<file path="src/lcsa_pkg.sv">
// ----------------------------------------------------------------------------
// lcsa_pkg
// Shared types, constants and the CORDIC arctangent table for the lab-to-CM
// angle converter.
// ----------------------------------------------------------------------------
`default_nettype none

package lcsa_pkg;

	// CORDIC datapath width: covers magnitude growth of a gamma-scaled vector
	localparam int CW         = 36;
	localparam int DIV_STEPS  = 30;
	localparam int SQRT_STEPS = 32;

	typedef logic signed [CW-1:0] cord_t;
	typedef logic [2:0]           cfg_idx_t;

	localparam logic [31:0] ONE_Q30      = 32'd1073741824;
	localparam logic [31:0] PI_Q30       = 32'd3373259426;
	localparam logic [31:0] HALF_PI_Q30  = 32'd1686629713;
	localparam logic [29:0] INV_GAIN_Q30 = 30'd652032874;

	localparam cfg_idx_t REG_GAMMA   = 3'd0;
	localparam cfg_idx_t REG_BETA    = 3'd1;
	localparam cfg_idx_t REG_HEAVY_E = 3'd2;
	localparam cfg_idx_t REG_LIGHT_E = 3'd3;
	localparam cfg_idx_t REG_MOM     = 3'd4;

	localparam logic [31:0] RST_GAMMA   = 32'd1073741824;
	localparam logic [31:0] RST_BETA    = 32'd0;
	localparam logic [31:0] RST_HEAVY_E = 32'd122920173;
	localparam logic [31:0] RST_LIGHT_E = 32'd61490594;
	localparam logic [31:0] RST_MOM     = 32'd0;

	// atan(2^-i) in Q30
	function automatic cord_t atan_step(input int unsigned i);
		cord_t r;
		case (i)
			0: r = 36'sd843314857;
			1: r = 36'sd497837829;
			2: r = 36'sd263043837;
			3: r = 36'sd133525159;
			4: r = 36'sd67021687;
			5: r = 36'sd33543516;
			6: r = 36'sd16775851;
			7: r = 36'sd8388437;
			8: r = 36'sd4194283;
			9: r = 36'sd2097149;
			default: r = (i <= 30) ? cord_t'(64'd1 << (30 - i)) : '0;
		endcase
		return r;
	endfunction

endpackage

`default_nettype wire

</file>
<file path="src/lcsa_cordic_cell.sv">
// ----------------------------------------------------------------------------
// lcsa_cordic_cell
// One CORDIC micro-rotation, rotation or vectoring mode, registered.
// ----------------------------------------------------------------------------
`default_nettype none

module lcsa_cordic_cell
	import lcsa_pkg::*;
#(
	parameter int STEP   = 0,
	parameter bit VECTOR = 1'b0,
	parameter int SIDE_W = 1
) (
	input  wire logic              clk,
	input  wire logic              arst_n,
	input  wire logic              en,
	input  wire logic              vld_in,
	input  wire cord_t             x_in,
	input  wire cord_t             y_in,
	input  wire cord_t             z_in,
	input  wire logic [SIDE_W-1:0] side_in,
	output logic                   vld_out,
	output cord_t                  x_out,
	output cord_t                  y_out,
	output cord_t                  z_out,
	output logic [SIDE_W-1:0]      side_out
);

	cord_t dx, dy, ang;
	logic  dir;

	always_comb begin
		dx  = y_in >>> STEP;
		dy  = x_in >>> STEP;
		ang = atan_step(STEP);
		// vectoring drives y to zero, rotation drives z to zero
		dir = VECTOR ? !(y_in > 0) : (z_in >= 0);
	end

	always_ff @(posedge clk or negedge arst_n) begin
		if (!arst_n) begin
			vld_out <= 1'b0;
		end else if (en) begin
			vld_out <= vld_in;
		end
	end

	always_ff @(posedge clk) begin
		if (en) begin
			if (dir) begin
				x_out <= x_in - dx;
				y_out <= y_in + dy;
				z_out <= z_in - ang;
			end else begin
				x_out <= x_in + dx;
				y_out <= y_in - dy;
				z_out <= z_in + ang;
			end
			side_out <= side_in;
		end
	end

endmodule

`default_nettype wire

</file>
<file path="config.mk">
export PLATFORM = sky130hd
export DESIGN_NAME = lcsa_cordic_cell
export DESIGN_NICKNAME = d
export VERILOG_FILES = /design/src/lcsa_pkg.sv /design/src/lcsa_cordic_cell.sv
export SDC_FILE = /design/constraint.sdc
export NUM_CORES = 1
export LEC_CHECK = 0
export ABC_AREA = 1
export ABC_CLOCK_PERIOD_IN_PS = 1100
export BUFFER_PORTS_ARGS = -buffer_cell sky130_fd_sc_hd__buf_2
export CORE_MARGIN = 4
export CORE_UTILIZATION = 59
export DETAILED_ROUTE_END_ITERATION = 10
export GPL_TIMING_DRIVEN = 0
export PLACE_DENSITY = 0.95
export RECOVER_POWER = 100
export SKIP_LAST_GASP = 1
export SLEW_MARGIN = 25
export SYNTH_ARGS = -nofsm -noshare
export SYNTH_HDL_FRONTEND = slang
export SYNTH_SLANG_ARGS = --single-unit
</file>
<file path="constraint.sdc">
create_clock -name clk -period 1.1 [get_ports clk]
set_clock_uncertainty 0.2 [all_clocks]
set_input_delay 0.33 -clock clk [delete_from_list [all_inputs] [get_ports clk]]
set_output_delay 0.33 -clock clk [all_outputs]
set_load 0.03 [all_outputs]
</file>
==> results of run 1 <==
-- timing repair --
| item | 4_1_cts |
|---|---|
| endpoints found under the setup margin | 285 |
| endpoints found under the hold margin | 2 |
| gates resized for setup | 430 |
| cloned | 10 |
| hold buffers | 2 |
| setup buffers | 90 |
| pin swaps | 120 |
-- routing by layer --
metal,track usage [%],overflow
met5,56.3,1
met4,86.3,88
met3,78.5,19
met2,96.3,135
met1,85.0,16
-- logic make-up after synthesis --
family	share of synthesized area, %
adder cells (fa/ha/maj)	13.6
AND/OR/NAND/NOR	33.8
buffers and inverters	10.7
flip-flops	24.2
multiplexers	0.0834
AO/OA/AOI/OAI	13.7
XOR/XNOR	3.95
-- per-stage QoR --
stage / instance area, µm² / setup WS (ns) / util (%) / cells
floorplan: 14900 / -1.82 / - / 2066
CTS: 19300 / -2.03 / 85.4 / 2687
detailed placement: 16400 / -2.78 / 72.8 / 2574
global placement: 16400 / -2.68 / 72.7 / 2573
==> flow_summary.toml, run 1 <==
[run_status]
status = "did not finish"
outcome.stop_stage = "5_1_grt"
tool.error = "[ERROR GRT-0232] Routing congestion too high. Check the congestion heatmap in the GUI."

[placement]
io_buffers = 222
post-dp-hpwl_um = 42500
gp_congestion = 1.02

[synthesis]
synth_edf_count = 108
netlist-cell-type-count = 50
avgSynthCellArea_um2 = 6.54
synth_cells = 2066
synthArstFlopShare_pct = 0.917
synth_area_leaders = "edfxtp_1, nand2_1, ha_1"
synth-seq-cells = 109
yosysMostFrequentCell = "nand2_1"
synth_top_cell_by_area = "edfxtp_1"
synth_nets = 2323
syn-cell-area_um2 = 13500
ys_seq_area_share_pct = 24.2
synth_warnings = 0
synth-main-ff-cell = "edfxtp_1"
synth_top_area_share_pct = 24.0
synthTopCellsByCount = "nand2_1, inv_1, nor2_1, nand3_1, a21oi_1"

[cts]
htreeDepth = 3
clock-sinks = 109
root_buffer = "clkbuf_16"
clk_path_buf_depth = 2
cts_inserted_buffers = 9

[global_route]
grt_use_total_pct = 86.2
grt-ovfl-total = 259
grt_max_degree = 71

[floorplan]
start_util_pct = 59.9
io_pins = 223
die_h_um = 159
die_x_um = 159
row_count = 55

[timing]
worst-ep-kind = "register input"
crit_endpoint = "z_out[35]$_DFFE_PP_/D"
==> run 2: changes to the inputs <==
CORE_UTILIZATION = 40   (was 59)
PLACE_DENSITY = default   (was 0.95)
PLACE_DENSITY_LB_ADDON = 0.15   (was default)
==> run 2 against run 1 <==
The flow now finishes, with violations (hold timing, setup timing). Synthesized area did not move. Synthesized cell count did not move.
==> flow_summary.toml, run 2 <==
[synthesis]
syn-cell-area_um2 = 13500
synth_top_area_share_pct = 24.0
avgSynthCellArea_um2 = 6.54
ys_seq_area_share_pct = 24.2
synth_area_leaders = "edfxtp_1, nand2_1, ha_1"
synth_simple_gate_area_share_pct = 33.8
synth_nets = 2323
synth_cells = 2066
netlist-cell-type-count = 50
synth_fa_ha_area_share_pct = 13.6
synth_edf_count = 108
synth_top_cell_by_area = "edfxtp_1"
synthMuxAreaShare_pct = 0.0834
synthArstFlopShare_pct = 0.917
synth_top_family_by_area = "simple AND/OR/NAND/NOR gates"
synth_xor_area_share_pct = 3.95
synth_warnings = 0
synth_compound_area_share_pct = 13.7
synth-main-ff-cell = "edfxtp_1"
synth-seq-cells = 109
synthTopCellsByCount = "nand2_1, inv_1, nor2_1, nand3_1, a21oi_1"
yosysMostFrequentCell = "nand2_1"

[worst_setup_path]
cp.arrival_ns = 2.98
cp-startpoint = "z_in[6]"
rr_worst_depth = 1
cp.required_ns = 1.04
critPathCaptureType = "flip-flop"
critPathCapture = "z_out[35]"
reg2reg_to = "vld_out"
crit_fanout = 6
criticalPathCategory = "primary input to flip-flop"
reg2reg_slack_ns = 0.14
critPathLaunchType = "primary input"
timing.rr.start = "vld_out"

[floorplan]
start_util_pct = 40.4
die_area_um2 = 36800
row_count = 67
die_x_um = 192
core_um2 = 33400
io_pins = 223
die_h_um = 192

[cts]
cts_inserted_buffers = 9
clk_latency_ns = 0.38
clk_pin_slew_ns = 0.08
cts_tree = "yes"
clock-sinks = 109
root_buffer = "clkbuf_16"
clk_path_buf_depth = 2
htreeDepth = 3
cts-hold-fix-buffers = 2

[timing]
slew_headroom_pct = 60.1
finalSetupViolCount = 270
tightest_slew_ns = 0.599
hold_viol = 1
final.setup.worst_slack_ns = -1.93
min_period_over_period_pct = 276
finalMaxSlewViolations = 0
hold_slack_ns = -0.00883
clock.fmax_mhz = 330
fin_crit_ns = 3.03
grt_setup_unrepaired = "true"

[drt]
viasPerCell = 5.64
wirelength_um = 68800
first_pass_iters = 10
drc = 0
via_count = 17300
first_iter_violations = 1521
detail-route-antenna-nets = 0
wl_per_cell_um = 22.4

[placement]
gp_congestion = 0.976
dpl_cell_area_um2 = 16600
post-dp-hpwl_um = 46000
io_buffers = 222

[global_route]
grt_max_degree = 57
grt_use_total_pct = 31.1
antenna_found_initial = 0
grt-ovfl-total = 0
grt_pass1_vias = 15300
grt_pass1_wl_um = 86800

[run_status]
violations = "hold timing, setup timing"
status = "complete, but fails checks"

[min_path]
hold_path_class = "primary input to flip-flop"

[cells_and_area]
nets = 2874
stdcell_area_um2 = 25800
diodes = 0
areaGrowthSynthToFinish_pct = 90.6
final_util_pct = 77.0
mostFrequentLayoutCells = "nand2_1, buf_4, nand2_2"
drive_gt1_share_pct = 60.3
largestRegisters = "x_out: 36 flops, z_out: 36 flops, y_out: 35 flops"
layout.cells.most_common = "nand2_1"

[power]
peakVddDrop_mv = 0.898
powerDensity_nw_per_um2 = 992
p_leak_nw = 11.7

[flow_run]
maxCapViolations = 0
[run 2: cell counts after synthesis]
Identical to the previous run, type by type.
[run 2: kinds of logic (layout without fill, tap and decap cells)]
family / count (synthesis) / in the layout
and+or+nand+nor: 1069 / 1069
AOI/OAI and AO/OA: 341 / 341
buffers and inverters: 341 / 897
adders and majority gates: 144 / 144
DFF: 109 / 109
xor gates and xnor gates: 61 / 61
muxes: 1 / 1
[run 2: worst max-delay path, cell delays in order]
cell,delay [ns]
buf_8,0.09
or2_4,0.25
nor4_4,0.30
nand3_2,0.15
nor2_4,0.15
nor2_4,0.10
buf_16,0.17
ha_4,0.32
nand2_4,0.08
nor2_4,0.13
nor3b_4,0.31
nand3_2,0.14
nand3_4,0.14
nand4_1,0.12
nand3_1,0.11
nand2_2,0.07
[run 2: worst min path at each step]
stage / slack (ns) / to / from / depth (start not counted)
final: -0.009 / vld_out / vld_in / 2
after global routing: -0.01 / vld_out / vld_in / 2
after CTS: -0.03 / vld_out / vld_in / 2
after detailed placement: -0.09 / vld_out / arst_n / 1
after global placement: -0.1 / vld_out / arst_n / 1
after floorplan: -0.17 / vld_out / arst_n / 0
[run 2: power by group]
part           internal [mW]  switching (mW)  total, mW
clock network           1.80            1.85       3.65
registers               5.40           0.329       5.73
logic                   6.89            9.29       16.2
total                   14.1            11.5       25.6
[run 2: final cells by class]
| type | count | area, µm² |
|---|---|---|
| multi-input combinational | 1616 | 14100 |
| fill | 2235 | 7690 |
| timing repair buffer | 547 | 5460 |
| sequential | 109 | 3270 |
| inverter | 292 | 1340 |
| buffer | 42 | 721 |
| tap | 448 | 561 |
| clock buffer | 10 | 229 |
| clock inverter | 6 | 68.8 |
[run 2: routing by layer]
metal / vias up / part of all wire, % / GRT usage, %
li1: 7854 / - / -
met2: 897 / 48 / 51.9
met5: - / 0 / 0
met3: 224 / 7.8 / 4.03
met1: 8332 / 39 / 41.0
met4: 0 / 5.1 / 11.9
[run 2: metrics by stage]
stage          setup TNS [ns]  setup WS [ns]  power [mW]  hold WS, ns  cells
2_1_floorplan         -118.00          -1.82        12.2       -0.166   2066
3_3_place_gp          -376.05          -2.94        15.1      -0.0958   2736
3_5_place_dp          -236.97          -2.89        15.1      -0.0939   2737
4_1_cts               -182.74          -2.00        20.5      -0.0256   2849
5_1_grt               -187.89          -2.04        26.5      -0.0104   3070
6_report              -173.95          -1.93        25.6     -0.00883   3070
[run 2: repair_timing]
| action | 4_1_cts | 5_1_grt |
|---|---|---|
| gates cloned | 10 | 13 |
| endpoints found under the setup margin | 270 | 270 |
| gates resized for setup | 451 | 1256 |
| endpoints found under the hold margin | 3 | 1 |
| pin swaps | 115 | 391 |
| buffers inserted | 87 | 225 |
No activity file was read; power rests on OpenSTA's default activity.
