### src/lcsa_pkg.sv
// ----------------------------------------------------------------------------
// lcsa_pkg
// Shared types, constants and the CORDIC arctangent table for the lab-to-CM
// angle converter.
// ----------------------------------------------------------------------------
`default_nettype none

package lcsa_pkg;

	// CORDIC datapath width: covers magnitude growth of a gamma-scaled vector
	localparam int CW         = 36;
	localparam int DIV_STEPS  = 30;
	localparam int SQRT_STEPS = 32;

	typedef logic signed [CW-1:0] cord_t;
	typedef logic [2:0]           cfg_idx_t;

	localparam logic [31:0] ONE_Q30      = 32'd1073741824;
	localparam logic [31:0] PI_Q30       = 32'd3373259426;
	localparam logic [31:0] HALF_PI_Q30  = 32'd1686629713;
	localparam logic [29:0] INV_GAIN_Q30 = 30'd652032874;

	localparam cfg_idx_t REG_GAMMA   = 3'd0;
	localparam cfg_idx_t REG_BETA    = 3'd1;
	localparam cfg_idx_t REG_HEAVY_E = 3'd2;
	localparam cfg_idx_t REG_LIGHT_E = 3'd3;
	localparam cfg_idx_t REG_MOM     = 3'd4;

	localparam logic [31:0] RST_GAMMA   = 32'd1073741824;
	localparam logic [31:0] RST_BETA    = 32'd0;
	localparam logic [31:0] RST_HEAVY_E = 32'd122920173;
	localparam logic [31:0] RST_LIGHT_E = 32'd61490594;
	localparam logic [31:0] RST_MOM     = 32'd0;

	// atan(2^-i) in Q30
	function automatic cord_t atan_step(input int unsigned i);
		cord_t r;
		case (i)
			0: r = 36'sd843314857;
			1: r = 36'sd497837829;
			2: r = 36'sd263043837;
			3: r = 36'sd133525159;
			4: r = 36'sd67021687;
			5: r = 36'sd33543516;
			6: r = 36'sd16775851;
			7: r = 36'sd8388437;
			8: r = 36'sd4194283;
			9: r = 36'sd2097149;
			default: r = (i <= 30) ? cord_t'(64'd1 << (30 - i)) : '0;
		endcase
		return r;
	endfunction

endpackage

`default_nettype wire

### src/lcsa_div_cell.sv
// ----------------------------------------------------------------------------
// lcsa_div_cell
// One quotient bit of the restoring divider, registered.
// ----------------------------------------------------------------------------
`default_nettype none

module lcsa_div_cell
	import lcsa_pkg::*;
#(
	parameter int SIDE_W = 1
) (
	input  wire logic              clk,
	input  wire logic              arst_n,
	input  wire logic              en,
	input  wire logic              vld_in,
	input  wire logic [63:0]       rem_in,
	input  wire logic [63:0]       den_in,
	input  wire logic [DIV_STEPS-1:0] q_in,
	input  wire logic [SIDE_W-1:0] side_in,
	output logic                   vld_out,
	output logic [63:0]            rem_out,
	output logic [63:0]            den_out,
	output logic [DIV_STEPS-1:0]   q_out,
	output logic [SIDE_W-1:0]      side_out
);

	logic [63:0] twice;
	logic        ge;

	always_comb begin
		twice = {rem_in[62:0], 1'b0};
		ge    = twice >= den_in;
	end

	always_ff @(posedge clk or negedge arst_n) begin
		if (!arst_n) begin
			vld_out <= 1'b0;
		end else if (en) begin
			vld_out <= vld_in;
		end
	end

	always_ff @(posedge clk) begin
		if (en) begin
			rem_out  <= ge ? twice - den_in : twice;
			q_out    <= {q_in[DIV_STEPS-2:0], ge};
			den_out  <= den_in;
			side_out <= side_in;
		end
	end

endmodule

`default_nettype wire

### config.mk
export PLATFORM = sky130hd
export DESIGN_NAME = lcsa_div_cell
export DESIGN_NICKNAME = d
export VERILOG_FILES = /design/src/lcsa_pkg.sv /design/src/lcsa_div_cell.sv
export SDC_FILE = /design/constraint.sdc
export NUM_CORES = 1
export LEC_CHECK = 0
export BUFFER_PORTS_ARGS = -buffer_cell sky130_fd_sc_hd__buf_2
export CORE_UTILIZATION = 51
export DETAILED_ROUTE_END_ITERATION = 7
export MAX_ROUTING_LAYER = met4
export PLACE_DENSITY_LB_ADDON = 0.12
export SLEW_MARGIN = 0
export SYNTH_ARGS = -nofsm -noshare
export SYNTH_HDL_FRONTEND = slang
export SYNTH_SLANG_ARGS = --single-unit
### constraint.sdc
create_clock -name clk -period 0.8 [get_ports clk]
set_input_delay 0.08 -clock clk [delete_from_list [all_inputs] [get_ports clk]]
set_output_delay 0.08 -clock clk [all_outputs]
set_load 0.1 [all_outputs]
==> results of run 1 <==
metrics by stage:
step / setup WS [ns] / utilization / TNS [ns]
after floorplan: -1.87 / - / -136.41
after global placement: -2.10 / 0.879 / -133.97
after detailed placement: -2.23 / 0.879 / -141.35
kinds of logic after synthesis:
group	count (synthesis)	share of synthesized area
compound gates	285	0.183
simple gates	242	0.118
flops	160	0.500
buf+inv	123	0.0526
fa+ha+maj	65	0.0856
xor+xnor	59	0.0539
mux	5	0.00574
==> flow_summary_export.csv, run 1 <==
group,metric,value,unit
clock_tree,root_buffer,"clkbuf_16",
yosys,yosysUniqueCellTypes,65,
yosys,yosys_warnings,0,
placement,gp_congestion,0.953,
floorplan,die_w,139,microns
yosys,synthArstFlopShare,0.00625,
clock_tree,cts_sinks,160,
yosys,synth_area_leaders,"edfxtp_1, ha_1, nand2_1, a21oi_1, o21ai_1",
clock_tree,ctsHtreeMaxLevel,4,
yosys,yosysMostFrequentCell,"edfxtp_1",
yosys,synth_commonest_cells,"edfxtp_1, nand2_1, a21oi_1",
floorplan,rows,49,
clock_tree,cts_hold_buf,137,
yosys,synthCells,939,
yosys,synth_nets,1167,
status,outcome,"stopped before the end",
placement,portBuffers,320,
yosys,synth_flop_cell,"edfxtp_1",
clock_tree,clk_path_buf_depth,2,
yosys,synth_top_area_cell,"edfxtp_1",
clock_tree,cts_resized,216,
clock_tree,post-cts-setup-buffer-count,48,
yosys,synth_top_area_frac,0.498,
yosys,syn_area_per_cell,10.2,sq um
placement,dpl-instance-area,16000,sq um
placement,place_hpwl,27900,microns
floorplan,ios,323,
floorplan,start_util,0.527,
yosys,ys_ff_latch,160,
floorplan,die_y,139,microns
yosys,synth_edf_count,159,
yosys,synth_area,9590,sq um
status,haltStage,"4_1_cts",
clock_tree,cts_buffers,17,
yosys,yosysSeqAreaShare,0.500,
placement,placed_cells,1705,
status,stop_error,"[ERROR DPL-0038] Utilization greater than 100%, impossible to legalize",
==> run 2, diff against run 1 <==
Settings changed: CORE_UTILIZATION 51 to 40, MAX_ROUTING_LAYER met4 to not set, PLACE_DENSITY_LB_ADDON 0.12 to 0.15.
==> flow_summary_export.csv, run 2 <==
group,metric,value,unit
yosys,synth_top_area_frac,0.498,
floorplan,die_w,157,microns
worst_setup_path,r2r_slack,-0.18,ns
sta,skew,0,ns
flow_run,drv_cap,0,
floorplan,die_area,24600,sq um
yosys,syn_area_per_cell,10.2,sq um
floorplan,die_y,157,microns
detailed_routing,wl_met1,15900,microns
worst_setup_path,start_kind,"primary input",
clock_tree,root_buffer,"clkbuf_16",
yosys,synth_nets,1167,
finish,final_layout_size_suffix_gt1_frac,0.521,
yosys,yosys_warnings,0,
yosys,synth_top_area_cell,"edfxtp_1",
floorplan,core_area,23500,sq um
finish,final_common_cell,"buf_4",
worst_setup_path,cp_max_fo,4,
worst_setup_path,worstReg2RegStart,"vld_out",
floorplan,ios,323,
global_routing,overflow,0,
worst_setup_path,startpoint,"den_in[5]",
finish,area_growth,109,%
global_routing,grt_max_degree,45,
detailed_routing,drc_errors,2,
sta,worstMarginPinSlew,0.443,ns
floorplan,start_util,0.409,
clock_tree,cts_tree,"done",
detailed_routing,routedWlPerCell,22.4,microns
sta,whs,-0.0202,ns
clock_tree,cts_hold_buf,140,
detailed_routing,drtAntennaViolNets,0,
yosys,synth_edf_count,159,
status,outcome,"finished with violations",
worst_setup_path,r2r_cells,2,
clock_tree,clk_path_buf_depth,2,
detailed_routing,vias_per_cell,5.52,
detailed_routing,drtIter0Drc,931,
detailed_routing,dr_total_vias,11200,
global_routing,antenna_found_initial,6,
placement,placed_cells,1790,
yosys,synthArstFlopShare,0.00625,
global_routing,track_usage,0.316,
clock_tree,cts_buffers,17,
global_routing,grt_pass1_wl,59000,microns
sta,hold_viol_final,2,
worst_setup_path,endpoint_kind,"flop",
sta,period_minus_slack,2.72,ns
min_path,holdCritStartpoint,"rem_in[0]",
yosys,synth_area,9590,sq um
finish,final_net_count,1927,
detailed_routing,totalWireLength,45600,microns
placement,place_hpwl,25100,microns
finish,layout_common_cells,"buf_4, buf_12, edfxtp_1",
yosys,yosysUniqueCellTypes,65,
sta,slew_headroom,0.700,
sta,finalWorstSetupSlack,-1.92,ns
clock_tree,cts_sinks,160,
clock_tree,clkTransAtPathRegs,0.08,ns
yosys,ys_ff_latch,160,
pwr,vdd.ir_drop.worst,0.00158,V
detailed_routing,routed.top_layer,"met5",
worst_setup_path,r2r_end,"vld_out",
sta,drv_slew,0,
min_path,hold_depth,2,
clock_tree,ctsHtreeMaxLevel,4,
placement,gp_congestion,0.893,
detailed_routing,dr_wl_met3,4190,microns
finish,largest_registers,"den_out: 64 flops, rem_out: 64 flops, q_out: 30 flops",
finish,finalNonFillerCells,2038,
yosys,synth_commonest_cells,"edfxtp_1, nand2_1, a21oi_1",
worst_setup_path,required,1.00,ns
placement,portBuffers,320,
status,violations,"design-rule violations, negative hold slack, negative setup slack",
sta,rsz0062_at_grt,"true",
pwr,powerDensity,2010,nW/um^2
sta,setup_viol,226,
min_path,min_to,"rem_out[1]",
detailed_routing,dr.pass1.iters,8,
yosys,yosysSeqAreaShare,0.500,
detailed_routing,met2RoutedLength,22700,microns
yosys,yosysMostFrequentCell,"edfxtp_1",
pwr,p_leak,8.87,nW
yosys,synth_area_leaders,"edfxtp_1, ha_1, nand2_1, a21oi_1, o21ai_1",
sta,period_share,3.40,
worst_setup_path,cp.arrival,2.92,ns
global_routing,grt_pass1_vias,10900,
yosys,synthCells,939,
worst_setup_path,crit_type,"primary input to flop",
sta,max_freq,368,MHz
yosys,synth_flop_cell,"edfxtp_1",
clock_tree,insertion_delay,0.45,ns
floorplan,rows,56,
finish,fin_area,20000,sq um
placement,dpl-instance-area,16100,sq um
min_path,hp-class,"primary input to flop",
## run 2: where the power goes
part / internal [W] / switching, W
clock: 0.00420 / 0.00444
combinational: 0.00845 / 0.0119
sequential: 0.0104 / 0.000805
## run 2: cells by family after synthesis
logic type	after synthesis	synth area share
xor gates and xnor gates	59	0.0539
AOI/OAI and AO/OA	285	0.183
adders and majority gates	65	0.0856
and+or+nand+nor	242	0.118
DFF	160	0.500
buffers and inverters	123	0.0526
muxes	5	0.00574
## run 2: layout make-up
cell class,instances,area (sq um)
tap,319,399
antenna,7,17.5
clock inverter,15,159
timing repair buffer,786,8400
sequential,160,4800
inverter,77,339
multi-input combinational,657,5480
fill,1109,3450
clock buffer,17,425
## run 2: stage by stage
| stage | power [W] | TNS (ns) | utilization | setup WS, ns |
|---|---|---|---|---|
| 2_1_floorplan | 0.0209 | -136.41 | - | -1.87 |
| 3_3_place_gp | 0.0279 | -139.19 | 0.687 | -2.17 |
| 3_5_place_dp | 0.0281 | -141.73 | 0.687 | -2.19 |
| 4_1_cts | 0.0382 | -151.52 | 0.818 | -1.64 |
| 5_1_grt | 0.0411 | -172.23 | 0.853 | -1.94 |
| 6_report | 0.0402 | -163.38 | 0.853 | -1.92 |
## run 2: worst max path at each step
stage	cells after the start	slack [ns]	endpoint
floorplan	13	-1.87	rem_out[59]
global placement	15	-2.17	rem_out[62]
detailed placement	14	-2.19	rem_out[62]
CTS	13	-1.64	rem_out[59]
global route	13	-1.94	rem_out[59]
finish	13	-1.92	rem_out[59]
## run 2: timing repair
action | CTS | global route
setup endpoints to repair | 226 | 226
gates cloned | 6 | 2
endpoints found under the hold margin | 140 | 1
setup buffers | 40 | 27
pin swaps | 56 | 40
gates resized for setup | 155 | 144
## run 2: per-layer routing
metal | global-route usage | up-vias
met5 | 0 | -
li1 | - | 4960
met3 | 0.0701 | 238
met2 | 0.563 | 721
met4 | 0.144 | 2
met1 | 0.358 | 5324
## run 2: worst max-delay path, cell delays in order
cell and delay [ns]:
buf_4 0.13, inv_4 0.07, ha_4 0.22, and3_4 0.20, and4_1 0.23, o21a_1 0.16, or3b_4 0.40, o31a_4 0.31
a21oi_4 0.22, o31ai_4 0.14, a211oi_4 0.34, nor3_1 0.11, a221o_1 0.30
Note: power is estimated with default switching activity, not from simulation.
==> run 3, diff against run 2 <==
Settings changed: SETUP_SLACK_MARGIN set to 0.4.
==> flow_summary_export.csv, run 3 (same netlist as run 2, synthesis figures left out) <==
group,metric,value,unit
worst_setup_path,r2r_slack,-0.05,ns
worst_setup_path,worstReg2RegStart,"vld_out",
global_routing,track_usage,0.277,
min_path,holdCritStartpoint,"q_in[17]",
sta,rsz0062_at_grt,"true",
clock_tree,clkTransAtPathRegs,0.08,ns
pwr,vdd.ir_drop.worst,0.00145,V
sta,skew,0,ns
flow_run,drv_cap,0,
finish,fin_util,0.785,
min_path,hold_depth,1,
sta,drv_slew,0,
worst_setup_path,start_kind,"primary input",
worst_setup_path,required,0.98,ns
placement,place_hpwl,25100,microns
status,outcome,"finished with violations",
placement,gp_congestion,0.893,
min_path,min_to,"q_out[18]",
detailed_routing,drtAntennaViolNets,0,
detailed_routing,drc_errors,0,
placement,dpl-instance-area,16100,sq um
detailed_routing,dr_total_vias,9956,
clock_tree,cts_tree,"done",
sta,worstMarginPinSlew,0.439,ns
worst_setup_path,cp.arrival,2.80,ns
detailed_routing,routedWlPerCell,18.9,microns
floorplan,rows,56,
finish,fin_area,18400,sq um
sta,whs,-0.190,ns
finish,multi_input_area,5330,sq um
global_routing,grt_pass1_wl,52100,microns
worst_setup_path,r2r_end,"vld_out",
floorplan,die_y,157,microns
detailed_routing,vias_per_cell,5.28,
min_path,hp-class,"primary input to flop",
sta,finalWorstSetupSlack,-1.81,ns
detailed_routing,dr.pass1.iters,5,
floorplan,ios,323,
worst_setup_path,r2r_cells,1,
worst_setup_path,crit_type,"primary input to flop",
clock_tree,cts_hold_buf,1,
pwr,powerDensity,2100,nW/um^2
sta,max_freq,382,MHz
clock_tree,ctsHtreeMaxLevel,4,
floorplan,core_area,23500,sq um
clock_tree,cts_sinks,160,
placement,portBuffers,320,
sta,period_minus_slack,2.61,ns
sta,hold_viol_final,131,
pwr,p_leak,8.21,nW
worst_setup_path,startpoint,"den_in[1]",
global_routing,grt_pass1_vias,9896,
detailed_routing,totalWireLength,35700,microns
pwr,power.total,0.0386,W
worst_setup_path,cp_max_fo,4,
clock_tree,insertion_delay,0.43,ns
worst_setup_path,endpoint_kind,"flop",
sta,period_share,3.27,
sta,setup_viol,226,
floorplan,die_area,24600,sq um
finish,layout_common_cells,"buf_4, buf_12, edfxtp_1",
finish,ff_latch_area,4800,sq um
status,violations,"negative hold slack, negative setup slack",
global_routing,antenna_found_initial,3,
floorplan,die_w,157,microns
finish,final_layout_size_suffix_gt1_frac,0.551,
finish,area_growth,92.0,%
detailed_routing,drtIter0Drc,571,
finish,fill_cells,1436,
global_routing,overflow,0,
clock_tree,clk_path_buf_depth,2,
finish,largest_registers,"den_out: 64 flops, rem_out: 64 flops, q_out: 30 flops",
global_routing,grt_max_degree,45,
finish,final_common_cell,"buf_4",
clock_tree,cts_buffers,17,
sta,setup-tns-final,-157.82,ns
finish,final_net_count,1778,
sta,slew_headroom,0.703,
floorplan,start_util,0.409,
clock_tree,root_buffer,"clkbuf_16",
[run 3: changes by cell type in the layout (fill, tap and decap cells not counted), sizes merged]
cell         change
buf             -11
clkbuf           +1
diode            -3
dlygate4sd3    -139
[run 3: area by class of cell]
type / instances / share of cell area
inverter: 77 / 0.0181
timing repair buffer: 637 / 0.378
multi-input combinational: 657 / 0.290
clock buffer: 17 / 0.0231
sequential: 160 / 0.261
antenna: 4 / 0.000544
tap: 319 / 0.0217
clock inverter: 15 / 0.00863
[run 3: per-layer routing]
metal,wire length (microns),GRT usage,part of all wire
met5,0,0,0
met4,1140,0.106,0.032
met3,2280,0.0529,0.064
met2,18200,0.493,0.51
met1,14100,0.329,0.39
[run 3: worst max-delay path, stage by stage]
cell	delay, ns
buf_8	0.10
inv_4	0.06
buf_6	0.10
fa_2	0.21
a21o_1	0.21
a31oi_4	0.12
o21ai_4	0.23
buf_4	0.16
a21oi_4	0.05
o211a_1	0.25
o31a_1	0.39
o221a_4	0.29
o31ai_4	0.24
xnor2_1	0.18
o21ai_1	0.12
[run 3: how the worst max path moves through the flow]
stage          cells past startpoint          end  slack, ns
4_1_cts                           13  rem_out[59]      -1.64
3_3_place_gp                      15  rem_out[62]      -2.17
2_1_floorplan                     13  rem_out[59]      -1.87
3_5_place_dp                      14  rem_out[62]      -2.19
6_report                          15  rem_out[58]      -1.81
5_1_grt                           15  rem_out[58]      -1.89
[run 3: report_power, final]
group	switching (W)	internal, W
combinational	0.0113	0.00787
clock	0.00413	0.00420
sequential	0.000747	0.0104
total	0.0161	0.0224
[run 3: timing repair]
action / 4_1_cts / 5_1_grt
setup buffers: 40 / 9
cloned: 6 / 4
gates resized for setup: 172 / 84
pin swaps: 56 / 27
endpoints found under the setup margin: 226 / 236
hold endpoints to repair: 140 / 130
[run 3: through the flow]
step | cells | setup WS (ns)
finish | 1886 | -1.81
global route | 1883 | -1.89
floorplan | 939 | -1.87
detailed placement | 1790 | -2.19
CTS | 1869 | -1.64
global placement | 1790 | -2.17
==> run 4, diff against run 3 <==
Settings changed: BUFFER_PORTS_ARGS -buffer_cell sky130_fd_sc_hd__buf_2 to not set, CORE_UTILIZATION 40 to 55, DONT_BUFFER_PORTS set to 1.
==> flow_summary_export.csv, run 4 <==
group,metric,value,unit
yosys,synth_top_area_frac,0.498,
floorplan,rows,47,
yosys,yosys_warnings,0,
yosys,synth_flop_cell,"edfxtp_1",
yosys,synth_commonest_cells,"edfxtp_1, nand2_1, a21oi_1",
placement,gp_congestion,1.01,
yosys,ys_ff_latch,160,
yosys,synth_edf_count,159,
placement,place_ws,-2.24,ns
floorplan,die_y,134,microns
status,haltStage,"4_1_cts",
yosys,yosysMostFrequentCell,"edfxtp_1",
clock_tree,cts_hold_buf,1,
clock_tree,clk_path_buf_depth,2,
floorplan,ios,323,
yosys,synth_area,9590,sq um
clock_tree,cts_resized,232,
yosys,synth_area_leaders,"edfxtp_1, ha_1, nand2_1, a21oi_1, o21ai_1",
clock_tree,cts_buffers,17,
yosys,synth_top_area_cell,"edfxtp_1",
placement,portBuffers,0,
placement,place_hpwl,31200,microns
clock_tree,post-cts-setup-buffer-count,46,
yosys,synthArstFlopShare,0.00625,
clock_tree,cts_sinks,160,
yosys,syn_area_per_cell,10.2,sq um
floorplan,start_util,0.570,
status,outcome,"stopped before the end",
clock_tree,ctsHtreeMaxLevel,4,
yosys,yosysSeqAreaShare,0.500,
floorplan,die_w,134,microns
status,stop_error,"[ERROR DPL-0038] Utilization greater than 100%, impossible to legalize",
yosys,synth_nets,1167,
clock_tree,root_buffer,"clkbuf_16",
yosys,yosysUniqueCellTypes,65,
yosys,synthCells,939,
==> run 4: cell counts after synthesis <==
No cell type changed its count.
==> run 4: through the flow <==
step | utilization | area (sq um) | hold WS (ns) | cells
after detailed placement | 0.885 | 14900 | -0.216 | 1501
after global placement | 0.885 | 14900 | -0.216 | 1501
after floorplan | - | 9960 | -0.216 | 939
==> run 4: kinds of logic after synthesis <==
kind of cell,Yosys count,synth area share
AOI/OAI and AO/OA,285,0.183
and+or+nand+nor,242,0.118
DFF,160,0.500
buffers and inverters,123,0.0526
adders and majority gates,65,0.0856
xor gates and xnor gates,59,0.0539
muxes,5,0.00574
