## src/lcsa_sqrt_cell.sv

```systemverilog
// ----------------------------------------------------------------------------
// lcsa_sqrt_cell
// One digit of the bit-pair integer square root, registered.
// ----------------------------------------------------------------------------
`default_nettype none

module lcsa_sqrt_cell #(
	parameter int BITPOS = 62,
	parameter int SIDE_W = 1
) (
	input  wire logic              clk,
	input  wire logic              arst_n,
	input  wire logic              en,
	input  wire logic              vld_in,
	input  wire logic [63:0]       v_in,
	input  wire logic [63:0]       res_in,
	input  wire logic [SIDE_W-1:0] side_in,
	output logic                   vld_out,
	output logic [63:0]            v_out,
	output logic [63:0]            res_out,
	output logic [SIDE_W-1:0]      side_out
);

	localparam logic [63:0] BIT = 64'd1 << BITPOS;

	logic [63:0] trial;
	logic        ge;

	always_comb begin
		trial = res_in + BIT;
		ge    = v_in >= trial;
	end

	always_ff @(posedge clk or negedge arst_n) begin
		if (!arst_n) begin
			vld_out <= 1'b0;
		end else if (en) begin
			vld_out <= vld_in;
		end
	end

	always_ff @(posedge clk) begin
		if (en) begin
			v_out    <= ge ? v_in - trial : v_in;
			res_out  <= ge ? (res_in >> 1) + BIT : res_in >> 1;
			side_out <= side_in;
		end
	end

endmodule

`default_nettype wire

```

## config.mk

```make
export PLATFORM = sky130hd
export DESIGN_NAME = lcsa_sqrt_cell
export DESIGN_NICKNAME = d
export VERILOG_FILES = /design/src/lcsa_sqrt_cell.sv
export SDC_FILE = /design/constraint.sdc
export NUM_CORES = 1
export LEC_CHECK = 0
export ABC_AREA = 1
export BUFFER_PORTS_ARGS = -buffer_cell sky130_fd_sc_hd__buf_2
export CORE_MARGIN = 1
export CORE_UTILIZATION = 50
export DETAILED_ROUTE_END_ITERATION = 8
export HOLD_SLACK_MARGIN = 0.06
export PLACE_DENSITY_LB_ADDON = 0.05
export SLEW_MARGIN = 10
export SYNTH_ARGS = -nofsm -noshare
export SYNTH_HDL_FRONTEND = slang
export SYNTH_SLANG_ARGS = --single-unit
```

## constraint.sdc

```tcl
create_clock -name clk -period 0.8 [get_ports clk]
set_input_delay 0.12 -clock clk [delete_from_list [all_inputs] [get_ports clk]]
set_output_delay 0.12 -clock clk [all_outputs]
set_load 0.03 [all_outputs]
```

==> impl_metrics.ini, run 1 <==
[synthesis]
ys_seq_elements = 130
ys_async_sr_fraction_pct = 0.769
ys.flop_type = edfxtp_1
synth_common_cells = nand2_1 (753), inv_1 (396), edfxtp_1 (129), nor2_1 (111), nand3_1 (79)
synth-simple-area-share_pct = 37.6
synth-edff-count = 129
synth_largest_area_cell = edfxtp_1
synth_top_family_by_area = simple AND/OR/NAND/NOR gates
synth_cell_types = 35
synthCells = 1716
syn_area_um2 = 11100
synth-xor-area-share_pct = 2.52
synth_compound_area_share_pct = 2.41
synth_fp_nets = 1914
synth_warnings = 0
yosys.area_share.adder_pct = 7.39
synth.area.top_cells = edfxtp_1 (35%), nand2_1 (25%), inv_1 (13%)
yosysSeqAreaShare_pct = 35.1
synth.avg_cell_area_um2 = 6.47
synth.area.mux_share_pct = 0.101
yosysMostFrequentCell = nand2_1
synth_top_area_share_pct = 34.9

[global_routing]
grt_first_pass_wirelength_mm = 119
grt_use_total_pct = 72.1
grt_max_degree = 33
overflow = 40
first_global_vias = 18622

[die]
rows = 54
initial_utilization_pct = 50.9
dieHeight_um = 151
boundaryPins = 263
die_x_um = 151

[outcome]
lastStage = global routing
status = did not finish
error = [ERROR GRT-0116] Global routing finished with congestion. Check the congestion regions in the DRC Viewer.

[place]
placed_cells = 2521
numPortBuffers = 262
routabilityCongestion = 0.990
hpwl_mm = 37.0

[clock_network]
cts_htree_levels = 4
clock-sinks = 130
clockBufferDepth = 2
root_buffer = clkbuf_16
cts_made_buffers = 17
-- metrics by stage --
stage	hold slack [ps]	setup slack, ps	area (um^2)
2_1_floorplan	-176	-1140	11200
3_3_place_gp	-105	-1710	14900
3_5_place_dp	-104	-1730	14900
4_1_cts	-76.8	-977	19400
-- what timing repair did --
| item | 4_1_cts |
|---|---|
| resized for setup | 543 |
| endpoints found under the setup margin | 196 |
| pin swaps | 54 |
| setup buffers | 32 |
| hold buffers | 122 |
| endpoints found under the hold margin | 122 |
| gates cloned | 8 |
-- per-layer routing --
layer	GRT usage, %	GRT overflow
met1	74.3	1
met2	90.8	21
met3	56.4	0
met4	64.7	18
met5	13.9	0
-- cell families after synthesis --
group | Yosys count
simple gates | 1015
buf+inv | 421
flops | 130
fa+ha+maj | 65
compound gates | 52
xor+xnor | 32
mux | 1
==> inputs of run 2 (changes only) <==
--- a/config.mk
+++ b/config.mk
@@ -8,10 +8,9 @@
 export ABC_AREA = 1
 export BUFFER_PORTS_ARGS = -buffer_cell sky130_fd_sc_hd__buf_2
 export CORE_MARGIN = 1
-export CORE_UTILIZATION = 50
+export CORE_UTILIZATION = 35
 export DETAILED_ROUTE_END_ITERATION = 8
-export HOLD_SLACK_MARGIN = 0.06
-export PLACE_DENSITY_LB_ADDON = 0.05
+export PLACE_DENSITY_LB_ADDON = 0.15
 export SLEW_MARGIN = 10
 export SYNTH_ARGS = -nofsm -noshare
 export SYNTH_HDL_FRONTEND = slang
==> constraint.sdc (replaced) <==
create_clock -name clk -period 1 [get_ports clk]
set_input_delay 0.15 -clock clk [delete_from_list [all_inputs] [get_ports clk]]
set_output_delay 0.15 -clock clk [all_outputs]
set_load 0.03 [all_outputs]
==> run 2 against run 1 <==
The flow now finishes, with violations (setup timing). Synthesized cell count did not move. Synthesized area did not move.
==> impl_metrics.ini, run 2 <==
[clock_network]
cts_htree_levels = 4
clockBufferDepth = 2
root_buffer = clkbuf_16
cts_made_buffers = 17
tritoncts = done
clk_latency_ps = 440
clkTransAtPathRegs_ps = 60
clock-sinks = 130

[detailed_routing]
initialDrtViolationCount = 727
drt_wl_total_mm = 50.2
wire_per_inst_um = 17.7
postRouteAntennaNets = 0
dr.pass1.iters = 6
via_count = 13105
viasPerCell = 4.62
drc_errors = 0

[sta]
post-route-period-util_pct = 191
hold_viol = 0
rsz0062_at_grt = true
finalSetupTns_ps = -73350
maxSlewHeadroom_pct = 78.9
fin_crit_ps = 1910
max_freq_ghz = 0.524
finalSetupViolCount = 196
slew_viol_final = 0
max_slew.worst_pin.slew_ps = 317
fin_skew_ps = 0
finalWorstSetupSlack_ps = -908

[die]
boundaryPins = 263
initial_utilization_pct = 35.9
fp.coreArea_um2 = 30900
dieHeight_um = 180
die_x_um = 180
die_area_um2 = 32500
rows = 64

[critical_path]
arrival_ps = 2110
path_max_fanout = 8
critPathKind = in -> reg
start_kind = input pin
crit_required_ps = 1210
crit_path_end_kind = register

[final_layout]
drive_gt1_share_pct = 42.7
stdcell_count = 2837
reg.largest.list = res_out x64, v_out x64
layout_commonest_cell = nand2_1
final_cell_mix = nand2_1 (595), inv_1 (363), buf_4 (332)
antennaDiodeCount = 0
syn2layout_area_growth_pct = 79.6
post-route-util_pct = 64.5
final_nets = 2626

[place]
placed_cells = 2663
routabilityCongestion = 0.898
numPortBuffers = 262
hpwl_mm = 36.8

[synthesis]
synth_fp_nets = 1914
ys_async_sr_fraction_pct = 0.769
synth_warnings = 0
yosysMostFrequentCell = nand2_1
synth.area.top_cells = edfxtp_1 (35%), nand2_1 (25%), inv_1 (13%)
ys.flop_type = edfxtp_1
synth_cell_types = 35
synth-edff-count = 129
synth.avg_cell_area_um2 = 6.47
ys_seq_elements = 130
synth_largest_area_cell = edfxtp_1
synth_top_area_share_pct = 34.9
synthCells = 1716
syn_area_um2 = 11100
synth_common_cells = nand2_1 (753), inv_1 (396), edfxtp_1 (129), nor2_1 (111), nand3_1 (79)
yosysSeqAreaShare_pct = 35.1

[job]
maxCapViolations = 0

[global_routing]
antenna_found_initial = 0
first_global_vias = 13307
grt_first_pass_wirelength_mm = 75.9
grt_use_total_pct = 31.2
overflow = 0
grt_max_degree = 20

[outcome]
violations = setup timing
status = finished, violations left

[power]
leakage_uw = 0.0106
peakVddDrop_mv = 1.12
power_density_nw_per_um2 = 1290
power_uw = 25700

[hold_path]
hold_class = in -> reg
## run 2: cell counts after synthesis
No cell type changed its count.
## run 2: worst max-delay path, cell delays in order
cell       delay (ps)
buf_8              90
inv_12             30
ha_4              150
fa_2              340
inv_2             100
nand3_4            80
nand2_4           120
nand2_4            60
nand2_4            60
nand2_2            40
nand2_2            70
nand2_2            80
nand3_4            90
nand2_4            70
nand2_8           120
buf_16            210
clkinv_16         120
nand2_4            90
nand2_2            50
## run 2: what timing repair did
| item | in CTS | in global routing |
|---|---|---|
| setup buffers | 43 | 14 |
| endpoints found under the hold margin | 78 | 0 |
| hold buffers | 79 | 0 |
| pin swaps | 53 | 36 |
| gates cloned | 14 | 0 |
| endpoints found under the setup margin | 196 | 196 |
| resized for setup | 600 | 117 |
## run 2: logic make-up after synthesis
| logic type | count (synthesis) | share of synthesized area, % |
|---|---|---|
| xor+xnor | 32 | 2.52 |
| fa+ha+maj | 65 | 7.39 |
| compound gates | 52 | 2.41 |
| buf+inv | 421 | 14.9 |
| mux | 1 | 0.101 |
| flops | 130 | 35.1 |
| simple gates | 1015 | 37.6 |
## run 2: worst paths after layout
check                      cells after the start         to  slack, ps      from
max reg2reg                                    1    vld_out        240   vld_out
max in group asynchronous                      3    vld_out        340    arst_n
max                                           19  v_out[23]       -910   v_in[0]
min                                            3  v_out[38]         20  v_in[38]
min reg2reg                                    1    vld_out        540   vld_out
min in group asynchronous                      3    vld_out        560    arst_n
## run 2: layout make-up
type,instances,area [um^2]
clock buffers,18,429
clock inverters,14,141
fillers,2753,11000
inverters,408,1570
multi-input cells,1165,7290
flip-flops and latches,130,3900
well taps,396,495
repair buffers,699,5980
repair inverters,7,150
## run 2: report_power, final
| part | internal [uW] | total, uW | switching (uW) |
|---|---|---|---|
| Combinational | 5420 | 12200 | 6830 |
| Clock | 3640 | 6300 | 2650 |
| Sequential | 6840 | 7160 | 318 |
| Total | 15900 | 25700 | 9800 |
## run 2: per-layer routing
layer  part of all wire [%]  global-route usage (%)
met5                      0                       0
met4                    1.9                    7.38
met3                    6.3                    5.60
met2                     46                    52.1
met1                     46                    41.8
## run 2: metrics by stage
| step | area (um^2) | setup slack, ps | hold slack [ps] |
|---|---|---|---|
| finish | 20000 | -908 | 19.0 |
| global route | 20000 | -933 | 10.0 |
| global placement | 15200 | -1650 | -74.9 |
| floorplan | 11200 | -971 | -146 |
| detailed placement | 15200 | -1630 | -71.6 |
| CTS | 19600 | -816 | 0.737 |
(Power assumes the default switching activity.)
==> inputs of run 3 (changes only) <==
==> constraint.sdc (replaced) <==
create_clock -name clk -period 1 [get_ports clk]
set_input_delay 0.15 -clock clk [delete_from_list [all_inputs] [get_ports clk]]
set_output_delay 0.15 -clock clk [all_outputs]
set_load 0.01 [all_outputs]
==> run 3 against run 2 <==
The flow still finishes with violations (setup timing). Design area decreased by 3.6%. Sequential cell count unchanged. Sequential share of layout area increased by 0.74 points. Worst hold slack got worse by 1.1 ps. Largest cell class unchanged. Utilization decreased by 2.3 points. Clock power about the same.
==> impl_metrics.ini, run 3 (synthesized netlist as in run 2, its figures left out) <==
[outcome]
status = finished, violations left
violations = setup timing

[global_routing]
overflow = 0
antenna_found_initial = 0
grt_use_total_pct = 30.6
grt_max_degree = 20
grt_first_pass_wirelength_mm = 74.4
first_global_vias = 13120

[power]
power_uw = 23900
power_density_nw_per_um2 = 1240
leakage_uw = 0.0104
peakVddDrop_mv = 1.13

[clock_network]
cts_htree_levels = 4
tritoncts = done
clk_latency_ps = 440
clock-sinks = 130
clockBufferDepth = 2
clkTransAtPathRegs_ps = 60
root_buffer = clkbuf_16
cts_made_buffers = 17

[die]
boundaryPins = 263
dieHeight_um = 180
initial_utilization_pct = 35.9
fp.coreArea_um2 = 30900
rows = 64
die_x_um = 180
die_area_um2 = 32500

[job]
maxCapViolations = 0

[place]
hpwl_mm = 36.8
placed_area_um2 = 15200
numPortBuffers = 262
pre_cts_ws_ps = -1630
routabilityCongestion = 0.898

[critical_path]
cpPeakStageDelay_ps = 280
path_max_fanout = 8
crit_required_ps = 1210
crit_path_end_kind = register
critPathKind = in -> reg
crit_family = simple AND/OR/NAND/NOR gates
start_kind = input pin
critPathBufInv = 6
crit_slowest_cell = ha_4
cp_cell_sequence = buf_6 > inv_2 > ha_4 > nand2_4 > buf_12 > nor2_4 > nand2_4 > nor2_4 > nand4_1 > nand3_4 > nand2_4 > nand2_8 > buf_12 > buf_12 > inv_16 > nand2_2 > nand2_2
arrival_ps = 2120

[final_layout]
multiInputGateArea_um2 = 7290
syn2layout_area_growth_pct = 73.1
final_nets = 2627
final_cell_mix = nand2_1 (595), inv_1 (366), buf_4 (331)
drive_gt1_share_pct = 42.1
antennaDiodeCount = 0
reg.largest.list = res_out x64, v_out x64
regArea_um2 = 3900
fillCellCount = 2894
fin_area_um2 = 19200
layout_commonest_cell = nand2_1

[sta]
fin_crit_ps = 1910
max_freq_ghz = 0.523
finalWorstSetupSlack_ps = -911
post-route-period-util_pct = 191
rsz0062_at_grt = true
maxSlewHeadroom_pct = 79.3
hold_viol = 0
max_slew.worst_pin.slew_ps = 311
finalSetupViolCount = 196
fin_skew_ps = 0
fin_worst_hold_slack_ps = 17.9
finalSetupTns_ps = -70390
slew_viol_final = 0

[detailed_routing]
wire_per_inst_um = 17.4
viasPerCell = 4.60
initialDrtViolationCount = 715
postRouteAntennaNets = 0
via_count = 13042
drt_wl_total_mm = 49.3
drc_errors = 0
dr.pass1.iters = 5

[hold_path]
hold_class = in -> reg
run 3: routing by layer:
metal	GRT usage, %	part of all wire [%]
met1	41.7	47
met2	49.8	45
met3	5.25	5.5
met4	8.55	2.6
met5	0	0
run 3: area by class of cell:
cell class                 instances  share of cell area [%]
sequential                       130                    20.3
inverter                         408                    8.19
clock buffer                      18                    2.23
timing repair buffer             700                    27.3
tap                              396                    2.58
multi-input combinational       1165                    37.9
timing repair inverter             7                   0.781
clock inverter                    14                   0.735
run 3: what timing repair did:
| action | CTS | global route |
|---|---|---|
| endpoints found under the setup margin | 196 | 196 |
| setup buffers | 43 | 11 |
| hold buffers | 79 | 2 |
| cloned | 14 | 1 |
| endpoints found under the hold margin | 78 | 2 |
| gates resized for setup | 340 | 121 |
| pin swaps | 53 | 32 |
run 3: through the flow:
| step | utilization [%] | cells |
|---|---|---|
| final | 62.2 | 2838 |
| after global routing | 62.2 | 2838 |
| after CTS | 60.8 | 2830 |
| after global placement | 49.2 | 2663 |
| after detailed placement | 49.2 | 2663 |
| after floorplan | - | 1716 |
run 3: final timing paths:
| kind | startpoint | to | slack [ps] | cells past startpoint |
|---|---|---|---|---|
| min reg2reg | vld_out | vld_out | 510 | 1 |
| min | v_in[50] | v_out[50] | 20 | 3 |
| min in group asynchronous | arst_n | vld_out | 560 | 3 |
| max in group asynchronous | arst_n | vld_out | 340 | 3 |
| max | res_in[19] | v_out[46] | -910 | 17 |
| max reg2reg | vld_out | vld_out | 260 | 1 |
run 3: power breakdown:
group / internal, uW / switching [uW]
registers: 6820 / 166
clock network: 3640 / 2640
logic: 4760 / 5870
==> inputs of run 4 (changes only) <==
==> constraint.sdc (replaced) <==
create_clock -name clk -period 1 [get_ports clk]
set_input_delay 0.15 -clock clk [delete_from_list [all_inputs] [get_ports clk]]
set_output_delay 0.15 -clock clk [all_outputs]
set_load 0.02 [all_outputs]
==> run 4 against run 3 <==
The flow still finishes with violations (setup timing). Critical path depth is 3 higher. Global-route usage hardly changed. Utilization is 2.1 points higher. Total power is 5.4% higher. Critical path type unchanged. Largest power group unchanged. Highest routed layer unchanged.
==> impl_metrics.ini, run 4 (synthesized netlist as in run 2, its figures left out) <==
[critical_path]
crit_path_end_kind = register
path_max_fanout = 5
r2r_end = vld_out
crit_required_ps = 1330
rrSetupSlack_ps = 240
cp_cell_sequence = buf_8 > inv_12 > ha_4 > fa_2 > inv_2 > nand3_4 > nand2_4 > nand2_4 > nand2_4 > nand2_2 > nand2_2 > nand2_2 > nand3_4 > nand2_4 > nand2_8 > buf_12 > buf_12 > buf_12 > nand3_4 > nand2_2
start_kind = input pin
arrival_ps = 2230
critPathKind = in -> reg
r2r-start = vld_out
crit_slowest_cell = fa_2
r2r_cells = 1
cpPeakStageDelay_ps = 350

[die]
die_area_um2 = 32500
initial_utilization_pct = 35.9
die_x_um = 180
fp.coreArea_um2 = 30900
rows = 64
dieHeight_um = 180
boundaryPins = 263

[power]
power_uw = 25200
power_density_nw_per_um2 = 1270
p_int_uw = 15900
power_frac_comb_pct = 46.8
peakVddDrop_mv = 1.12
swShare_pct = 37.1
leakage_uw = 0.0106
power.switching_uw = 9340
clkPwrFrac_pct = 24.9
pwr-share-seq_pct = 28.2

[sta]
max_freq_ghz = 0.524
fin_worst_hold_slack_ps = 21.7
hold_viol = 0
fin_skew_ps = 0
post-route-period-util_pct = 191
finalSetupViolCount = 196
max_slew.worst_pin.slew_ps = 300
slew_viol_final = 0
finalSetupTns_ps = -73040
fin_crit_ps = 1910
rsz0062_at_grt = true
finalWorstSetupSlack_ps = -907
maxSlewHeadroom_pct = 79.8

[place]
hpwl_mm = 36.8
routabilityCongestion = 0.898
numPortBuffers = 262
placed_cells = 2663

[clock_network]
clk_latency_ps = 440
clock-sinks = 130
clockBufferDepth = 2
cts_made_buffers = 17
root_buffer = clkbuf_16
tritoncts = done
cts_htree_levels = 4
clkTransAtPathRegs_ps = 60

[final_layout]
post-route-util_pct = 64.3
antennaDiodeCount = 0
stdcell_count = 2842
reg.largest.list = res_out x64, v_out x64
final_cell_mix = nand2_1 (583), inv_1 (364), buf_4 (331)
drive_gt1_share_pct = 43.0
syn2layout_area_growth_pct = 78.9
layout_commonest_cell = nand2_1
final_nets = 2631

[hold_path]
min_from = v_in[57]
whs_endpoint = v_out[57]
hold_depth = 3
hold_class = in -> reg

[detailed_routing]
postRouteAntennaNets = 0
initialDrtViolationCount = 690
via_count = 13128
drc_errors = 0
wire_per_inst_um = 17.7
drt_wl_total_mm = 50.2
dr.pass1.iters = 6
viasPerCell = 4.62

[global_routing]
overflow = 0
grt_max_degree = 20
antenna_found_initial = 0
grt_first_pass_wirelength_mm = 74.5
first_global_vias = 13165
grt_use_total_pct = 30.6

[outcome]
status = finished, violations left
violations = setup timing

[job]
maxCapViolations = 0
## run 4: cell types whose count changed in the layout (fill, tap and decap cells not counted), moves of 3 or more
cell,change
nand2_2,+21
buf_6,+84
nand3_1,-7
nand2_4,-9
buf_12,+3
buf_2,-84
nand2_1,-12
nand3_2,+6
## run 4: power by group through the flow
| stage | Clock (uW) | Combinational [uW] | Sequential (uW) |
|---|---|---|---|
| 2_1_floorplan | 0 | 3540 | 7960 |
| 3_3_place_gp | 0 | 8110 | 7090 |
| 3_5_place_dp | 0 | 8170 | 7090 |
| 4_1_cts | 6380 | 11000 | 7050 |
| 5_1_grt | 6600 | 12600 | 7170 |
| 6_report | 6290 | 11800 | 7110 |
## run 4: what timing repair did
action / in CTS / in global routing
hold endpoints to repair: 78 / 1
gates resized for setup: 422 / 226
pin swaps: 53 / 54
gates cloned: 14 / 2
setup endpoints to repair: 196 / 196
hold buffers: 79 / 1
buffers inserted: 43 / 15
## run 4: worst max-delay path, delay by kind of cell
kind	cells	cell delay, ps
adder cells (fa/ha/maj)	2	500
AND/OR/NAND/NOR	12	950
buffers and inverters	6	620
## run 4: how the worst max path moves through the flow
stage / from / to
after floorplan: v_in[0] / v_out[55]
after global placement: res_in[37] / v_out[58]
after detailed placement: res_in[37] / v_out[58]
after CTS: v_in[0] / v_out[45]
after global routing: v_in[0] / v_out[17]
final: v_in[0] / v_out[46]
## run 4: metal layers
layer / track usage (%) / vias to the layer above / share of wire (%)
met3: 5.27 / 66 / 6.2
met5: 0 / - / 0
met2: 49.9 / 427 / 45
met1: 41.7 / 6001 / 46
met4: 8.55 / 0 / 2.8
li1: - / 6634 / -
## run 4: final cells by class
| class | count | area [um^2] |
|---|---|---|
| fill | 2772 | 11000 |
| timing repair buffer | 704 | 5860 |
| sequential | 130 | 3900 |
| clock inverter | 14 | 141 |
| tap | 396 | 495 |
| clock buffer | 18 | 429 |
| multi-input combinational | 1165 | 7340 |
| timing repair inverter | 7 | 140 |
| inverter | 408 | 1570 |
## run 4: per-stage QoR
stage	cell area (um^2)	worst slack, ps
after detailed placement	15200	-1630
after global placement	15200	-1650
after floorplan	11200	-971
after CTS	19000	-816
final	19900	-907
after global routing	19900	-951
